`config.mk`:
```
export PLATFORM = sky130hd
export DESIGN_NAME = ordered_list_store
export DESIGN_NICKNAME = d
export VERILOG_FILES = /design/src/hw/rtl/olst_pkg.sv /design/src/hw/rtl/olst_cell.sv /design/src/hw/rtl/ordered_list_store.sv
export SDC_FILE = /design/constraint.sdc
export NUM_CORES = 2
export LEC_CHECK = 0
export BUFFER_PORTS_ARGS = -buffer_cell sky130_fd_sc_hd__buf_2
export CAP_MARGIN = 20
export CORE_ASPECT_RATIO = 0.6
export CORE_MARGIN = 2
export CORE_UTILIZATION = 60
export CTS_CLUSTER_DIAMETER = 120
export CTS_CLUSTER_SIZE = 24
export DETAILED_ROUTE_END_ITERATION = 8
export PLACE_DENSITY = 0.88
export SYNTH_ARGS = -nofsm -noshare
export SYNTH_HDL_FRONTEND = slang
export SYNTH_HIERARCHICAL = 1
export SYNTH_SLANG_ARGS = --single-unit
```
`constraint.sdc`:
```
create_clock -name clk -period 23 [get_ports clk]
set_input_delay 4.6 -clock clk [delete_from_list [all_inputs] [get_ports clk]]
set_output_delay 4.6 -clock clk [all_outputs]
set_load 0.005 [all_outputs]
```
`src/hw/rtl/olst_pkg.sv`:
```
// Shared types, constants and helpers for the ordered list store.
// Used by olst_cell and ordered_list_store; depends on nothing else.
package olst_pkg;

	// list geometry
	localparam int CAPACITY   = 16;
	localparam int DATA_WIDTH = 32;
	localparam int CNT_W      = $clog2(CAPACITY + 1);
	localparam int IDX_W      = $clog2(CAPACITY);
	// compare width for positions and counts (holds count and position up to 255)
	localparam int POS_W      = 8;

	// stream payload widths
	localparam int IN_W  = 40;
	localparam int OUT_W = 40;

	typedef logic [DATA_WIDTH-1:0] word_t;

	typedef enum logic [2:0] {
		OP_INS_FRONT = 3'd0,
		OP_INS_END   = 3'd1,
		OP_INS_AT    = 3'd2,
		OP_DEL_FRONT = 3'd3,
		OP_DEL_END   = 3'd4,
		OP_DEL_AT    = 3'd5,
		OP_LIST      = 3'd6
	} op_t;

	typedef enum logic [1:0] {
		STAT_OK    = 2'd0,
		STAT_EMPTY = 2'd1,
		STAT_RANGE = 2'd2,
		STAT_FULL  = 2'd3
	} status_t;

	typedef enum logic [1:0] {
		CELL_HOLD,
		CELL_INS,
		CELL_DEL,
		CELL_ROT
	} cell_op_t;

	typedef enum logic {
		ST_IDLE,
		ST_LIST
	} state_t;

	// broadcast to every cell of the chain
	typedef struct packed {
		cell_op_t          kind;
		logic [POS_W-1:0]  pos;
		word_t             word;
		word_t             head;
	} cell_ctrl_t;

	// sign-extend the 32-bit input word, keep DATA_WIDTH bits
	function automatic word_t to_word(input logic signed [31:0] v);
		logic signed [63:0] ext;
		ext = 64'(v);
		return ext[DATA_WIDTH-1:0];
	endfunction

	// low 32 bits of a stored word, zero-extended when narrower
	function automatic logic [31:0] from_word(input word_t w);
		logic [63:0] z;
		z = 64'(w);
		return z[31:0];
	endfunction

endpackage

```
`src/hw/rtl/olst_cell.sv`:
```
// One storage cell of the list chain: holds one entry, shifts from a neighbor.
// Depends on olst_pkg for the control struct and word type.
module olst_cell import olst_pkg::*; (
	input  logic             clk,
	input  logic [IDX_W-1:0] idx,
	input  cell_ctrl_t       ctrl,
	input  word_t            left_data,
	input  word_t            right_data,
	output word_t            data
);

	word_t            data_q;
	word_t            data_d;
	logic [POS_W-1:0] idx_w;

	assign idx_w = POS_W'(idx);

	// next entry: shift up on insert, down on delete, rotate while listing
	always_comb begin
		data_d = data_q;
		case (ctrl.kind)
			CELL_INS: begin
				if (idx_w > ctrl.pos) begin
					data_d = left_data;
				end else if (idx_w == ctrl.pos) begin
					data_d = ctrl.word;
				end
			end
			CELL_DEL: begin
				if (idx_w >= ctrl.pos) begin
					data_d = right_data;
				end
			end
			CELL_ROT: begin
				if (idx_w < ctrl.pos) begin
					data_d = right_data;
				end else if (idx_w == ctrl.pos) begin
					data_d = ctrl.head;
				end
			end
			default: begin
				data_d = data_q;
			end
		endcase
	end

	always_ff @(posedge clk) begin
		data_q <= data_d;
	end

	assign data = data_q;

endmodule

```
`src/hw/rtl/ordered_list_store.sv`:
```
// Ordered list store: top level with control, result register and cell chain.
// Depends on olst_pkg and olst_cell.
// Insert and delete: one item per cycle unless the output stalls; the status is
// registered and appears in the cycle after accept. Listing: one entry per cycle
// from the head cell unless the output stalls; the chain rotates once and ends in
// its original order. No new item is taken while listing. Reset (arst_n low,
// asynchronous) empties the list and the result register, not the cell contents.
module ordered_list_store import olst_pkg::*; (
	input  logic            clk,
	input  logic            arst_n,
	input  logic            s_tvalid,
	output logic            s_tready,
	input  logic [IN_W-1:0] s_tdata,   // op[2:0], position[7:3], value[39:8]
	output logic            m_tvalid,
	input  logic            m_tready,
	output logic [OUT_W-1:0] m_tdata,  // status[1:0], entry_position[5:2],
	                                   // entry_value[37:6], zero[39:38]
	output logic            m_tlast
);

	state_t           state_q, state_d;
	logic [CNT_W-1:0] count_q;
	logic [CNT_W-1:0] list_idx_q;
	logic             m_tvalid_q;
	status_t          out_status_q;
	logic [3:0]       out_pos_q;
	logic [31:0]      out_value_q;
	logic             out_last_q;

	op_t              op;
	logic [4:0]       pos_in;
	logic [31:0]      value_in;
	logic [POS_W-1:0] cnt_w, pos_w, eff_pos;
	logic             is_ins, is_del, is_list;
	status_t          status;
	logic             slot_free, accept, list_step, list_last, out_load;
	logic [63:0]      list_pos64;
	cell_ctrl_t       cell_ctrl;
	word_t            cell_data [CAPACITY];

	assign op       = op_t'(s_tdata[2:0]);
	assign pos_in   = s_tdata[7:3];
	assign value_in = s_tdata[39:8];
	assign cnt_w    = POS_W'(count_q);
	assign pos_w    = POS_W'(pos_in);

	assign slot_free  = !m_tvalid_q || m_tready;
	assign accept     = s_tvalid && s_tready;
	assign list_last  = (list_idx_q == CNT_W'(count_q - 1'b1));
	assign list_pos64 = 64'(list_idx_q);

	// decode the op and work out its status
	always_comb begin
		is_ins  = 1'b0;
		is_del  = 1'b0;
		is_list = 1'b0;
		eff_pos = '0;
		case (op)
			OP_INS_FRONT: begin
				is_ins = 1'b1;
			end
			OP_INS_END: begin
				is_ins  = 1'b1;
				eff_pos = cnt_w;
			end
			OP_INS_AT: begin
				is_ins  = 1'b1;
				eff_pos = pos_w;
			end
			OP_DEL_FRONT: begin
				is_del = 1'b1;
			end
			OP_DEL_END: begin
				is_del  = 1'b1;
				eff_pos = cnt_w - 1'b1;
			end
			OP_DEL_AT: begin
				is_del  = 1'b1;
				eff_pos = pos_w;
			end
			OP_LIST: begin
				is_list = 1'b1;
			end
			default: begin
				is_ins = 1'b0;
			end
		endcase

		status = STAT_OK;
		if (is_ins) begin
			if (count_q >= CNT_W'(CAPACITY)) begin
				status = STAT_FULL;
			end else if (eff_pos > cnt_w) begin
				status = STAT_RANGE;
			end
		end else if (is_del || is_list) begin
			if (count_q == '0) begin
				status = STAT_EMPTY;
			end else if (is_del && eff_pos >= cnt_w) begin
				status = STAT_RANGE;
			end
		end
	end

	// next state
	always_comb begin
		state_d = state_q;
		case (state_q)
			ST_IDLE: begin
				if (accept && is_list && count_q != '0) begin
					state_d = ST_LIST;
				end
			end
			ST_LIST: begin
				if (slot_free && list_last) begin
					state_d = ST_IDLE;
				end
			end
			default: begin
				state_d = ST_IDLE;
			end
		endcase
	end

	// outputs of the controller
	always_comb begin
		s_tready       = 1'b0;
		list_step      = 1'b0;
		cell_ctrl.kind = CELL_HOLD;
		cell_ctrl.pos  = eff_pos;
		cell_ctrl.word = to_word(value_in);
		cell_ctrl.head = cell_data[0];
		case (state_q)
			ST_IDLE: begin
				s_tready = slot_free;
				if (accept && status == STAT_OK) begin
					if (is_ins) begin
						cell_ctrl.kind = CELL_INS;
					end else if (is_del) begin
						cell_ctrl.kind = CELL_DEL;
					end
				end
			end
			ST_LIST: begin
				list_step = slot_free;
				cell_ctrl.pos = cnt_w - 1'b1;
				if (slot_free) begin
					cell_ctrl.kind = CELL_ROT;
				end
			end
			default: begin
				s_tready = 1'b0;
			end
		endcase
	end

	assign out_load = list_step ||
		(accept && (is_ins || is_del || (is_list && count_q == '0)));

	// control registers
	always_ff @(posedge clk or negedge arst_n) begin
		if (!arst_n) begin
			state_q    <= ST_IDLE;
			count_q    <= '0;
			list_idx_q <= '0;
			m_tvalid_q <= 1'b0;
		end else begin
			state_q <= state_d;
			if (cell_ctrl.kind == CELL_INS) begin
				count_q <= count_q + 1'b1;
			end else if (cell_ctrl.kind == CELL_DEL) begin
				count_q <= count_q - 1'b1;
			end
			if (state_q == ST_IDLE) begin
				list_idx_q <= '0;
			end else if (list_step) begin
				list_idx_q <= list_idx_q + 1'b1;
			end
			if (out_load) begin
				m_tvalid_q <= 1'b1;
			end else if (m_tready) begin
				m_tvalid_q <= 1'b0;
			end
		end
	end

	// result register: listed entry or status item
	always_ff @(posedge clk) begin
		if (out_load) begin
			if (list_step) begin
				out_status_q <= STAT_OK;
				out_pos_q    <= list_pos64[3:0];
				out_value_q  <= from_word(cell_data[0]);
				out_last_q   <= list_last;
			end else begin
				out_status_q <= status;
				out_pos_q    <= '0;
				out_value_q  <= '0;
				out_last_q   <= 1'b1;
			end
		end
	end

	assign m_tvalid = m_tvalid_q;
	assign m_tdata  = {2'b00, out_value_q, out_pos_q, out_status_q};
	assign m_tlast  = out_last_q;

	// chain of cells, each fed by its neighbors
	for (genvar i = 0; i < CAPACITY; i++) begin : g_cell
		word_t left_w, right_w;
		if (i == 0) begin : g_head
			assign left_w = cell_ctrl.word;
		end else begin : g_mid_l
			assign left_w = cell_data[i-1];
		end
		if (i == CAPACITY - 1) begin : g_tail
			assign right_w = cell_data[i];
		end else begin : g_mid_r
			assign right_w = cell_data[i+1];
		end
		olst_cell u_cell (
			.clk        (clk),
			.idx        (IDX_W'(i)),
			.ctrl       (cell_ctrl),
			.left_data  (left_w),
			.right_data (right_w),
			.data       (cell_data[i])
		);
	end

	// checks
	a_count_bound: assert property (@(posedge clk) disable iff (!arst_n)
		count_q <= CNT_W'(CAPACITY))
		else $error("list count above capacity");

	a_list_idx: assert property (@(posedge clk) disable iff (!arst_n)
		state_q == ST_LIST |-> list_idx_q < count_q)
		else $error("listing index past the end");

	a_no_accept_list: assert property (@(posedge clk) disable iff (!arst_n)
		state_q == ST_LIST |-> !s_tready)
		else $error("input taken while listing");

	a_list_done: assert property (@(posedge clk) disable iff (!arst_n)
		(list_step && list_last) |=> (state_q == ST_IDLE && m_tvalid && m_tlast))
		else $error("listing did not end on its last item");

endmodule

```
After elaboration in Yosys (flattened, before gate mapping) --
Index checks and enable logic that the tools add are counted.
Cells by class: add/subtract/negate cells 4, magnitude comparators 50, equality and inequality tests 74, multiplexer cells 121, bitwise logic cells 1, reduce and logical (&&, ||, !) cells 42
Operators with widths (number):
- 32-bit 2-to-1 mux | 78
- 32-bit one-hot mux with 3 select lines | 15
- 3-bit by 1-bit != test with 1-bit output, second input constant | 30
- 4-bit by 8-bit == test with 1-bit output, first input constant | 8
- 4-bit by 8-bit > comparator with 1-bit output, first input constant | 8
- 4-bit by 8-bit less-than comparator with 1-bit output, first input constant | 8
- 32-bit one-hot mux with 2 select lines | 1
- 4-bit AND reduction | 16
- 4-bit by 8-bit >= comparator with 1-bit output, first input constant | 7
- 2-bit by 1-bit != test with 1-bit output, second input constant | 18
- 3-bit by 8-bit == test with 1-bit output, first input constant | 4
- 3-bit by 8-bit >= comparator with 1-bit output, first input constant | 4
- 3-bit by 8-bit > comparator with 1-bit output, first input constant | 4
- 3-bit by 8-bit less-than comparator with 1-bit output, first input constant | 4
- 8-bit one-hot mux with 3 select lines | 1
- 2-bit 2-to-1 mux | 10
- 5-bit 2-to-1 mux | 4
- 2-bit by 8-bit == test with 1-bit output, first input constant | 2
- 1-bit by 8-bit >= comparator with 1-bit output, first input constant | 2
- 2-bit by 8-bit >= comparator with 1-bit output, first input constant | 2
- 1-bit by 8-bit > comparator with 1-bit output, first input constant | 2
- 2-bit by 8-bit > comparator with 1-bit output, first input constant | 2
- 1-bit by 8-bit less-than comparator with 1-bit output, first input constant | 2
- 2-bit by 8-bit less-than comparator with 1-bit output, first input constant | 2
- 31 further kinds | 58
Word-level totals: register bits after elaboration 563, input port bits 44, output and inout port bits 43

Longest topological paths before layout --
depth in word-level cells 16, depth in mapped cells 17

By module --
The synthesis kept the hierarchy.
By module, submodules not included:
- olst_cell | times used 16, cells an instance 240, area an instance 2511.2 sq um, sequential area each 960.9 sq um
- ordered_list_store | times used 1, cells an instance 251, area an instance 2800.2 sq um, sequential area each 1471.4 sq um

Least setup slack after synthesis --
Ideal clock, no wire load.
path type input-to-reg, from input port s_tdata[0], to register g_cell[0].u_cell.data_q[0], enable pin, setup time 0.470 ns, arrival time 11.118 ns, required time 22.530 ns, slack 11.412 ns, stages on the path 10, path buffers 3, cell sequence buf_2 > nand2b_1 > nor2_1 > o21a_1 > nor4_4 > o211ai_2 > buf_6 > buf_4 > nor2_1 > a211oi_1
RTL lines:
- start: declaration | line ordered_list_store.sv:13 | input logic [IN_W-1:0] s_tdata,
- end signal: assignment | line olst_cell.sv:48 | data_q <= data_d;
- end: declaration | line olst_cell.sv:12 | word_t data_q;

==> out/qor.yml <==
outcome:
  status: "finished, final reports clean"
clock_network:
  cts_setup_buffers: 0
  htreeDepth: 1
  clk_pin_slew_worst_paths_ns: 0.11
  numCtsBuffers: 27
  clk_latency_ns: 0.65
  cts_sinks: 563
  cts_tree: "yes"
  clk_path_buf_depth: 3
  hold_buffers: 0
  root_buffer: "clkbuf_16"
  cts_resized: 0
route:
  vias: 34670
  viasPerCell: 7.164
  firstDrtPassIters: 6
  wl_um: 126700
  drtAntennaViolNets: 0
  drt_iter0_drc: 5588
  wl_per_cell_um: 26.17
  drc: 0
worst_setup_path:
  required_ns: 23.45
  ff2ff_path_depth: 17
  arrival_ns: 11.37
  path_class: "primary input to flip-flop"
  crit_path_start: "s_tdata[0]"
  rrSetupSlack_ns: 14.95
  r2r-start: "count_q[0]"
  cp_max_fo: 136
  start_kind: "primary input"
  reg2reg_to: "g_cell[4].u_cell/data[9]"
  cp-end-kind: "flip-flop"
synthesis:
  yosys_warnings: 6
  synthArstFlopShare: 0.02131
  synth-seq-area-share: 0.3920
  syn_inst: 4091
  synth.area.top_cells: "edfxtp_1, nor3b_1, and3b_1, nor4_2, nor3_1"
  postSynthAreaPerCell_um2: 10.51
  synthDominantCellAreaShare: 0.3850
  synth_area_um2: 42980
  synth_edf_count: 551
  ys_ff_latch: 563
  synthFlopType: "edfxtp_1"
  synthDistinctLibCells: 56
  post-synth-top-area-cell: "edfxtp_1"
timing:
  worst_pin_slew_ns: 1.156
  rsz0062_at_grt: "no"
  fmax_mhz: 91.59
  fin_tns_setup_ns: 0
  slew_headroom: 0.2291
  hold_viol: 0
  drv_slew: 0
  setup_violations: 0
  finalCriticalPeriod_ns: 10.92
  skew_ns: 0.03450
  fin_crit_sh: 0.4747
global_route:
  grt_pass1_wl_um: 192500
  grt-ovfl-total: 0
  grtUsageTotal: 0.3350
  grt_pass1_vias: 31820
  antenna_found_initial: 16
  grt_max_degree: 348
final_layout:
  seqCellArea_um2: 16850
  drive_gt1_frac: 0.1538
  final_common_cell: "nor3b_1"
  multiInputGateArea_um2: 24420
  area_growth_pct: 3.575
  layout.nets: 4004
  n_fill_cell: 5418
  final_cell_mix: "nor3b_1, edfxtp_1, nor3_1"
  final_area_um2: 44520
die:
  chipWidth_um: 349.5
  rows: 75
  core_area_um2: 70380
  die_height_um: 211.3
  io_pins: 87
  dieArea_um2: 73860
  start_util: 0.6107
worst_hold_path:
  worstHoldPathCells: 2
  hp-start: "list_idx_q[4]"
  whs_endpoint: "list_idx_q[4]"
  hold_path.class: "flip-flop to flip-flop"
placed_design:
  port_buffers: 84
  dp_hpwl_um: 70170
  globalplace.congestion: 0.9503
  placed_area_um2: 43640
run:
  max-cap-violations: 0
## Yosys cell counts, drive strengths merged, types with 8 or more instances
master	n
ha	73
a211oi	16
nor3	516
and3b	512
nor3b	1025
inv	71
edfxtp	551
dfrtp	12
nor2b	18
o21ai	10
a21bo	16
o211ai	32
nand4	19
a21o	18
nand2	39
o211a	16
nor2	60
buf	168
and3	37
xnor2	9
nor4	529
clkbuf	285
xor2	8
## critical path: stages
cell	delay, ns
buf_2	0.30
nand2b_1	0.24
o21bai_1	0.12
a22oi_2	0.21
o21ai_2	0.08
ha_1	0.29
a21o_1	0.16
a21oi_1	0.13
o21ai_0	0.17
o31ai_4	0.12
a41o_4	0.91
buf_4	0.92
buf_4	0.31
buf_16	0.35
buf_4	0.82
buf_4	0.96
nor3_1	0.23
nor4_2	0.32
## routing by layer
layer	vias to the layer above	routed length, um	track usage
met5	-	126	0
li1	15440	-	-
met4	20	4058	0.1027
met2	2206	52810	0.4891
met1	16680	51520	0.4853
met3	320	18140	0.09015
## layout make-up
class / count / area share
diodes: 8 / 0.0004497
repair buffers: 156 / 0.02322
inverters: 71 / 0.005987
multi-input cells: 3068 / 0.5486
clock inverters: 1 / 0.0003654
flip-flops and latches: 563 / 0.3784
clock buffers: 48 / 0.01695
well taps: 924 / 0.02597
## stage by stage
stage | hold slack (ns) | worst slack [ns] | utilization | std cells
floorplan | 0.5238 | 11.41 | - | 4155
global placement | 0.5480 | 11.47 | 0.6201 | 4779
detailed placement | 0.5641 | 11.16 | 0.6201 | 4779
CTS | 0.5904 | 11.84 | 0.6310 | 4828
global route | 0.6153 | 11.50 | 0.6322 | 4832
finish | 0.5929 | 12.08 | 0.6325 | 4839
## flip-flops by register name, summed over array words and instances (netlist names)
register	cells
count_q	5
g_cell.u_cell/data	512
list_idx_q	5
m_tlast	1
m_tvalid	1
out_pos_q	4
out_status_q	2
out_value_q	32
state_q	1
## worst max-delay path by stage
| stage | to | slack, ns | depth (start not counted) |
|---|---|---|---|
| global placement | g_cell[13].u_cell/data[14] | 11.47 | 17 |
| finish | g_cell[4].u_cell/data[9] | 12.08 | 18 |
| detailed placement | g_cell[7].u_cell/data[6] | 11.16 | 17 |
| global route | g_cell[4].u_cell/data[9] | 11.50 | 17 |
| floorplan | g_cell[0].u_cell/data[0] | 11.41 | 10 |
| CTS | g_cell[9].u_cell/data[14] | 11.84 | 17 |
## logic make-up after synthesis
logic type | Yosys count | share of synthesized area
flops | 563 | 0.3920
fa+ha+maj | 73 | 0.02125
xor+xnor | 17 | 0.003465
other cells | 2 | 0.0001747
mux | 5 | 0.001194
compound gates | 137 | 0.02993
buf+inv | 524 | 0.05712
simple gates | 2770 | 0.4949
Power is left out: the tool's default activity adds up to more than one toggle a clock period on the data nets, which glitch-free logic cannot reach.
